### src/pmc_ram.sv
// ----------------------------------------------------------------------------
// pmc_ram
// Generic memory: one write port, one read port, registered read data.
// ----------------------------------------------------------------------------
module pmc_ram #(
	parameter int WIDTH = 8,
	parameter int DEPTH = 16
) (
	input  logic                     clk,
	input  logic                     we,
	input  logic [$clog2(DEPTH)-1:0] waddr,
	input  logic [WIDTH-1:0]         wdata,
	input  logic [$clog2(DEPTH)-1:0] raddr,
	output logic [WIDTH-1:0]         rdata
);

	logic [WIDTH-1:0] mem_q [DEPTH];

	always_ff @(posedge clk) begin
		if (we) begin
			mem_q[waddr] <= wdata;
		end
		rdata <= mem_q[raddr];
	end

endmodule

### config.mk
export PLATFORM = sky130hd
export DESIGN_NAME = pmc_ram
export DESIGN_NICKNAME = d
export VERILOG_FILES = /design/src/pmc_ram.sv
export SDC_FILE = /design/constraint.sdc
export NUM_CORES = 1
export LEC_CHECK = 0
export BUFFER_PORTS_ARGS = -buffer_cell sky130_fd_sc_hd__buf_2
export CORE_ASPECT_RATIO = 2
export CORE_MARGIN = 2
export CORE_UTILIZATION = 43
export CTS_BUF_LIST = sky130_fd_sc_hd__clkbuf_16
export DETAILED_ROUTE_END_ITERATION = 8
export PLACE_DENSITY = 0.59
export SLEW_MARGIN = 15
export SYNTH_ARGS = -nofsm -noshare
export SYNTH_HDL_FRONTEND = slang
export SYNTH_SLANG_ARGS = --single-unit
### constraint.sdc
create_clock -name clk -period 4.1 [get_ports clk]
set_clock_uncertainty 0.1 [all_clocks]
set_input_delay 0.82 -clock clk [delete_from_list [all_inputs] [get_ports clk]]
set_output_delay 0.82 -clock clk [all_outputs]
set_load 0.05 [all_outputs]
==> results of run 1 <==
[synth_stat cells]
master,count
a22oi_1,16
dfxtp_1,8
mux4_1,14
buf_2,3
nand3b_1,2
or3b_2,1
and2_1,1
mux4_2,18
nor2_1,13
nor3_1,4
buf_4,1
and2b_1,1
nand3_1,1
edfxtp_1,128
nor2b_1,1
nand2_1,9
buf_6,3
nand2b_1,2
clkdlybuf4s25_2,3
[cells by family after synthesis]
| family | Yosys count | share of synthesized area |
|---|---|---|
| flip-flops | 136 | 0.778 |
| AND/OR/NAND/NOR | 35 | 0.0318 |
| multiplexers | 32 | 0.150 |
| AO/OA/AOI/OAI | 16 | 0.0233 |
| buffers and inverters | 10 | 0.0168 |
[power breakdown]
group          leakage, nW  internal, W  switching [W]  total (W)
registers             1.22      0.00155     0.00000849    0.00156
clock network        0.275     0.000883       0.000546    0.00143
logic                0.497    0.0000572       0.000110   0.000168
[worst max-delay path by stage]
stage               startpoint               endpoint
CTS                   raddr[0]       rdata[5]$_DFF_P_
detailed placement    raddr[0]       rdata[5]$_DFF_P_
floorplan             waddr[2]  mem_q[0][0]$_DFFE_PP_
global placement      raddr[0]       rdata[1]$_DFF_P_
finish                raddr[0]       rdata[5]$_DFF_P_
global route          raddr[0]       rdata[2]$_DFF_P_
[registers in the layout, summed over array words and instances, names as in the netlist]
signal	count
mem_q	128
rdata	8
[cell usage in the layout, fill, tap and decap left out]
master	instances
a22oi_1	16
nor3_2	1
dfxtp_1	8
bufinv_16	2
nand2b_1	2
nand2_1	9
and2b_1	1
nand3_1	1
mux4_1	14
clkinvlp_4	2
nor3_1	3
buf_4	5
mux4_2	18
clkinv_2	6
clkbuf_16	17
edfxtp_1	128
clkinv_1	1
clkinv_4	3
nor2_1	13
buf_2	25
nor2b_1	1
nand3b_1	2
or3b_2	1
and2_1	1
[stage by stage]
| stage | cells | hold WS, ns | total power, W | instance area, µm² |
|---|---|---|---|---|
| 3_3_place_gp | 394 | 0.546 | 0.00176 | 5410 |
| 5_1_grt | 425 | 0.592 | 0.00326 | 5970 |
| 6_report | 425 | 0.565 | 0.00316 | 5970 |
| 2_1_floorplan | 229 | 0.529 | 0.00170 | 5150 |
| 3_5_place_dp | 394 | 0.556 | 0.00176 | 5410 |
| 4_1_cts | 425 | 0.568 | 0.00319 | 5970 |
[final cells by class]
type | instances | area (µm²)
fillers | 911 | 5730
flip-flops and latches | 136 | 4000
multi-input cells | 83 | 1060
clock buffers | 17 | 425
well taps | 145 | 181
repair buffers | 30 | 163
clock inverters | 14 | 135
[metal layers]
metal	share of wire	vias to the layer above	GRT usage
met1	0.38	1213	0.203
met4	0.017	0	0.0716
met5	0	-	0
met3	0.045	13	0.0506
li1	-	1051	-
met2	0.56	84	0.285
[critical path: stages]
cell and delay (ns):
buf_2 0.51, buf_4 0.33, mux4_1 0.57, a22oi_1 0.20
nand2_1 0.08
==> impl_metrics.toml, run 1 <==
[layout]
fin_nets = 286
area_growth_pct = 16.0
fin_util = 0.510
drive_gt1_frac = 0.286
diodes = 0

[critical_path]
crit_type = "input pin to register"
r2r_cells = 3
endpoint_kind = "register"
cp.required_ns = 4.29
r2r_start = "mem_q[3][6]$_DFFE_PP_"
critPathArrivalTime_ns = 2.52
worstSetupStartpointType = "input pin"
crit_fanout = 20
r2r-end = "rdata[6]$_DFF_P_"
reg2reg_slack_ns = 2.66

[sta]
max_freq_ghz = 0.429
period_minus_slack_ns = 2.33
slew_headroom = 0.301
worstMarginPinSlew_ns = 1.04
setup-tns-final_ns = 0
timing.final.crit_share = 0.569
finalHoldViolCount = 0
drv_slew = 0
rsz0062_at_grt = "false"
fin_ws_ns = 1.77
setup_viol = 0

[floorplanning]
die_width_um = 81.4
dieArea_um2 = 12900
placementRows = 56
die_h_um = 159
io_pins = 26
coreArea_um2 = 11700
start_util = 0.440

[run]
maxCapViolCount = 0

[place]
post-place-ws_ns = 1.31
io_buffers = 25
place.gp.congestion = 0.723
dp_hpwl_mm = 6.68

[routing]
post_drt_wl_per_cell_um = 23.6
dr.pass1.iters = 4
drtAntennaViolNets = 0
vias_per_cell = 5.56
dr.first_iter.drc_count = 204
drc_errors = 0
vias = 2361
drt-total-wl_mm = 10.0

[logic_synthesis]
synth_seq_cells = 136
synth_top_area_share = 0.747
synth_area_leaders = "edfxtp_1 (75%), mux4_2 (7.9%), mux4_1 (7.1%), dfxtp_1 (3.1%), a22oi_1 (2.3%)"
syn-num-nets = 247
syn_inst = 229
synthesis.area_um2 = 5150
synth.distinct_cells = 19
ys_seq_area_frac = 0.778
avgSynthCellArea_um2 = 22.5
synth_area_leader_cell = "edfxtp_1"
yosysWarnings = 0

[clock_network]
cts_resized = 0
h-tree-depth = 4
cts_inserted_buffers = 17
cts.sinks = 136
clk-insertion-delay-late_ns = 0.41
cts_setup_buffers = 0
clkTransAtPathRegs_ns = 0.06
clockBufferDepth = 2
cts_hold_buf = 0
cts_tree = "yes"
root_buffer = "clkbuf_16"

[global_routing]
grt_pass1_wl_mm = 15.0
grt_max_degree = 33
grt.overflow.total = 0
grt_usage = 0.172
antenna_found_initial = 0
grt_pass1_vias = 2434

[worst_hold_path]
whs_path_depth = 3
hold_class = "register to register"
min_from = "mem_q[14][7]$_DFFE_PP_"
hold_end = "rdata[7]$_DFF_P_"

[power_and_ir_drop]
power.leakage_nw = 2.00
vdd_drop_max_v = 0.000358
power_density_nw_per_um2 = 529

[outcome]
status = "completed"
Power figures use the tool's default switching activity.
==> inputs of run 2 (changes only) <==
clock period = 2.4 ns   (was 4.1 ns; I/O delays follow)
==> run 2 against run 1 <==
- highest routed layer unchanged
- register-to-register slack worse by 1.7 ns
- critical path depth stayed put
- count of clock-buffer cells in the layout stayed put
- worst setup slack worse by 0.98 ns
==> impl_metrics.toml, run 2 (synthesis results as in run 1) <==
[global_routing]
grt_usage = 0.172
grt.overflow.total = 0
grt_pass1_wl_mm = 15.3
grt_pass1_vias = 2626
antenna_found_initial = 0
grt_max_degree = 30

[floorplanning]
placementRows = 56
die_h_um = 159
io_pins = 26
die_width_um = 81.4
start_util = 0.440
dieArea_um2 = 12900
coreArea_um2 = 11700

[power_and_ir_drop]
power_density_nw_per_um2 = 909
vdd_drop_max_v = 0.000574
p_clk_frac = 0.469
p_sw_w = 0.00119
seqPwrFrac = 0.478
p_int_w = 0.00440
comb_power_share = 0.053
power.leakage_nw = 2.09
switching_share = 0.213

[sta]
timing.final.crit_share = 0.671
max_freq_ghz = 0.621
rsz0062_at_grt = "false"
setup_viol = 0
worstMarginPinSlew_ns = 0.441
slew_headroom = 0.706
drv_slew = 0
finalHoldViolCount = 0
setup-tns-final_ns = 0
period_minus_slack_ns = 1.61

[layout]
drive_gt1_frac = 0.318
largest_reg_flops = 128
diodes = 0
fin_util = 0.525
fill_cells = 883
layout_common_cells = "edfxtp_1 (128), buf_2 (25), mux4_2 (18), buf_4 (18), clkbuf_16 (17)"
final_common_cell = "edfxtp_1"
fin_nets = 301
largest_register = "mem_q"
reg_top3 = "mem_q x128, rdata x8"
area_growth_pct = 19.4
final_area_um2 = 6150

[clock_network]
cts_resized = 0
clkTransAtPathRegs_ns = 0.06
cts_setup_buffers = 0
h-tree-depth = 4
clockBufferDepth = 2
clk-insertion-delay-late_ns = 0.42
cts_hold_buf = 0
cts_tree = "yes"
cts_inserted_buffers = 17
root_buffer = "clkbuf_16"
cts.sinks = 136

[critical_path]
cp.required_ns = 2.59
crit_fanout = 29
critPathArrivalTime_ns = 1.81
endpoint_kind = "register"
worstSetupStartpointType = "input pin"
crit_type = "input pin to register"

[place]
place.gp.congestion = 0.749
io_buffers = 25
placed_area_um2 = 5540
dp_hpwl_mm = 6.63

[routing]
vias = 2430
dr.first_iter.drc_count = 148
drtAntennaViolNets = 0
dr.pass1.iters = 4
vias_per_cell = 5.51
post_drt_wl_per_cell_um = 22.6
drc_errors = 0
drt-total-wl_mm = 9.97

[worst_hold_path]
hold_class = "input pin to register"

[run]
maxCapViolCount = 0

[outcome]
status = "completed"
run 2: cell types whose count changed in the layout (fill, tap and decap cells not counted):
cell and delta:
bufinv_16 +1, clkinv_1 -1, nor3_2 -1, clkinv_4 -1, buf_12 +2, clkinv_2 -6, buf_4 +13, inv_1 +2
nor3_1 +1, clkinvlp_4 +3, inv_6 +3
run 2: path summary, 6_finish.rpt:
check | start | to | slack [ns] | cells past startpoint
setup / recovery | raddr[0] | rdata[6]$_DFF_P_ | 0.79 | 5
hold reg to reg | mem_q[14][0]$_DFFE_PP_ | rdata[0]$_DFF_P_ | 0.56 | 3
setup reg to reg | mem_q[0][0]$_DFFE_PP_ | rdata[0]$_DFF_P_ | 1.00 | 3
hold / removal | wdata[3] | mem_q[5][3]$_DFFE_PP_ | 0.34 | 1
run 2: through the flow:
step	hold WS, ns	setup slack [ns]	std cells	total power (W)
after detailed placement	0.558	0.358	409	0.00302
final	0.343	0.789	441	0.00559
after global routing	0.349	0.701	441	0.00575
after CTS	0.335	0.751	441	0.00563
after floorplan	0.479	0.327	229	0.00291
after global placement	0.554	0.357	409	0.00302
run 2: area by class of cell:
type / instances / area [µm²] / area share
multi-input combinational: 83 / 1060 / 0.172
timing repair buffer: 45 / 300 / 0.0488
tap: 145 / 181 / 0.0295
sequential: 136 / 4000 / 0.651
clock inverter: 15 / 179 / 0.0291
clock buffer: 17 / 425 / 0.0692
run 2: power by group through the flow:
stage                     Clock, W  Sequential (W)  Combinational, W
after detailed placement         0         0.00272          0.000301
after CTS                  0.00266         0.00267          0.000301
final                      0.00262         0.00267          0.000296
after floorplan                  0         0.00277          0.000135
after global routing       0.00276         0.00268          0.000318
after global placement           0         0.00272          0.000295
run 2: worst max-delay path, stage by stage:
cell     delay (ns)
buf_2          0.15
buf_12         0.25
mux4_2         0.54
a22oi_1        0.26
nand2_1        0.08
run 2: routing by layer:
layer,GRT usage,share of wire,up-vias
met1,0.202,0.38,1269
met3,0.0545,0.036,22
li1,-,-,1078
met5,0,0,-
met4,0.0770,0.028,0
met2,0.281,0.55,61
==> inputs of run 3 (changes only) <==
ABC_AREA = 1   (was not set)
clock period = 1.6 ns   (was 2.4 ns; I/O delays follow)
==> run 3 against run 2 <==
- wire length up 35%
- global-route usage up 3.0 points
- total power grew 49%
- non-clock buffer count increased by 8
- sequential power increased by 50%
==> impl_metrics.toml, run 3 <==
[outcome]
status = "completed"

[layout]
reg_top3 = "mem_q x128, rdata x8"
fin_nets = 617
largest_register = "mem_q"
diodes = 0
largest_reg_flops = 128
drive_gt1_frac = 0.136
layout_common_cells = "nand2_1 (173), edfxtp_1 (128), inv_1 (102)"
area_growth_pct = 17.1
final_common_cell = "nand2_1"

[clock_network]
cts_resized = 0
clk-insertion-delay-late_ns = 0.41
h-tree-depth = 4
root_buffer = "clkbuf_16"
cts_setup_buffers = 0
cts.sinks = 136
cts_inserted_buffers = 17
clkTransAtPathRegs_ns = 0.06
cts_hold_buf = 0
cts_tree = "yes"
clockBufferDepth = 2

[logic_synthesis]
ys_top_cells_by_count = "nand2_1 (173), edfxtp_1 (128), inv_1 (100), nand3_1 (97), nor2_1 (17)"
synth.distinct_cells = 12
avgSynthCellArea_um2 = 10.5
synth-edff-count = 128
synth_ff_type = "edfxtp_1"
synth_area_leaders = "edfxtp_1 (67%), nand2_1 (11%), nand3_1 (8.4%), inv_1 (6.5%), dfxtp_1 (2.8%)"
synth.most_common_cell = "nand2_1"
yosysWarnings = 0
synth-async-reset-ratio = 0
synth_seq_cells = 136
syn_inst = 551
synthesis.area_um2 = 5770
ys_seq_area_frac = 0.694
synth_area_leader_cell = "edfxtp_1"
syn-num-nets = 569
synth_top_area_share = 0.667

[routing]
vias_per_cell = 4.95
vias = 3783
dr.pass1.iters = 7
dr.first_iter.drc_count = 315
post_drt_wl_per_cell_um = 17.6
drt-total-wl_mm = 13.5
drc_errors = 0
drtAntennaViolNets = 0

[critical_path]
r2r_cells = 6
cpPeakStageDelay_ns = 0.36
worstSetupStartpointType = "register"
slowest_stage = "dfxtp_1"
crit_path_cell_trace = "buf_2"
critPathArrivalTime_ns = 1.05
crit_end = "rdata[7]"
crit_type = "register to output port"
crit_fanout = 1
reg2reg_slack_ns = 0.42
r2r-end = "rdata[5]$_DFF_P_"
worstSetupStartpoint = "rdata[7]$_DFF_P_"
worst_path_dominant_cell_family = "flip-flops"
r2r_start = "mem_q[7][5]$_DFFE_PP_"
cp.depth = 1
endpoint_kind = "output port"
cp.required_ns = 1.18
path_buf_inv = 1

[global_routing]
grt_usage = 0.202
grt.overflow.total = 0
antenna_found_initial = 0
grt_pass1_wl_mm = 21.3
grt_max_degree = 46
grt_pass1_vias = 3925

[sta]
period_minus_slack_ns = 1.47
rsz0062_at_grt = "false"
drv_slew = 0
timing.final.crit_share = 0.921
setup_viol = 0
worstMarginPinSlew_ns = 0.414
slew_headroom = 0.724
finalHoldViolCount = 0
max_freq_ghz = 0.679
setup-tns-final_ns = 0

[power_and_ir_drop]
power.leakage_nw = 2.96
p_clk_frac = 0.446
p_int_w = 0.00642
seqPwrFrac = 0.483
switching_share = 0.227
power_density_nw_per_um2 = 1230
vdd_drop_max_v = 0.000843
comb_power_share = 0.071
p_sw_w = 0.00189
total_power_w = 0.00830

[worst_hold_path]
hold_class = "input pin to register"

[floorplanning]
io_pins = 26
start_util = 0.441
dieArea_um2 = 14400
die_width_um = 85.9
placementRows = 59
die_h_um = 168
coreArea_um2 = 13100

[run]
maxCapViolCount = 0

[place]
io_buffers = 25
dp_hpwl_mm = 8.87
place.gp.congestion = 0.827
[run 3: power groups by stage]
stage          sequential (W)  clock [W]  combinational (W)
5_1_grt               0.00402    0.00391           0.000653
4_1_cts               0.00401    0.00377           0.000602
2_1_floorplan         0.00416          0           0.000281
3_5_place_dp          0.00409          0           0.000600
3_3_place_gp          0.00408          0           0.000592
6_report              0.00401    0.00370           0.000592
[run 3: cell families (layout without fill, tap and decap cells)]
kind of cell,after synthesis,after routing,synth area share
AND/OR/NAND/NOR,289,289,0.210
flip-flops,136,136,0.694
buffers and inverters,126,187,0.0952
[run 3: worst min path at each step]
stage	start	to	slack [ns]	depth (start not counted)
5_1_grt	wdata[3]	mem_q[8][3]$_DFFE_PP_	0.22	1
4_1_cts	wdata[6]	mem_q[7][6]$_DFFE_PP_	0.20	1
3_5_place_dp	mem_q[10][6]$_DFFE_PP_	rdata[6]$_DFF_P_	0.55	6
3_3_place_gp	mem_q[11][6]$_DFFE_PP_	rdata[6]$_DFF_P_	0.54	6
2_1_floorplan	wdata[0]	mem_q[0][0]$_DFFE_PP_	0.32	0
6_report	wdata[3]	mem_q[10][3]$_DFFE_PP_	0.22	1
[run 3: area by class of cell]
type,count,area [µm²]
Clock buffer,17,425
Fill cell,1182,6310
Tap cell,152,190
Clock inverter,15,140
Multi-Input combinational cell,289,1210
Inverter,102,383
Timing Repair Buffer,53,398
Sequential cell,136,4000
[run 3: metal layers]
| metal | track usage | share of wire |
|---|---|---|
| met1 | 0.228 | 0.38 |
| met2 | 0.352 | 0.54 |
| met3 | 0.0392 | 0.041 |
| met4 | 0.109 | 0.037 |
| met5 | 0 | 0 |
[run 3: through the flow]
stage | hold WS [ns] | setup slack, ns | std cells | instance area, µm² | util
2_1_floorplan | 0.319 | 0.229 | 551 | 5770 | -
3_3_place_gp | 0.544 | 0.0266 | 732 | 6190 | 0.474
3_5_place_dp | 0.548 | 0.0190 | 732 | 6190 | 0.474
4_1_cts | 0.203 | 0.0912 | 764 | 6750 | 0.517
5_1_grt | 0.224 | 0.0853 | 764 | 6750 | 0.517
6_report | 0.221 | 0.126 | 764 | 6750 | 0.517
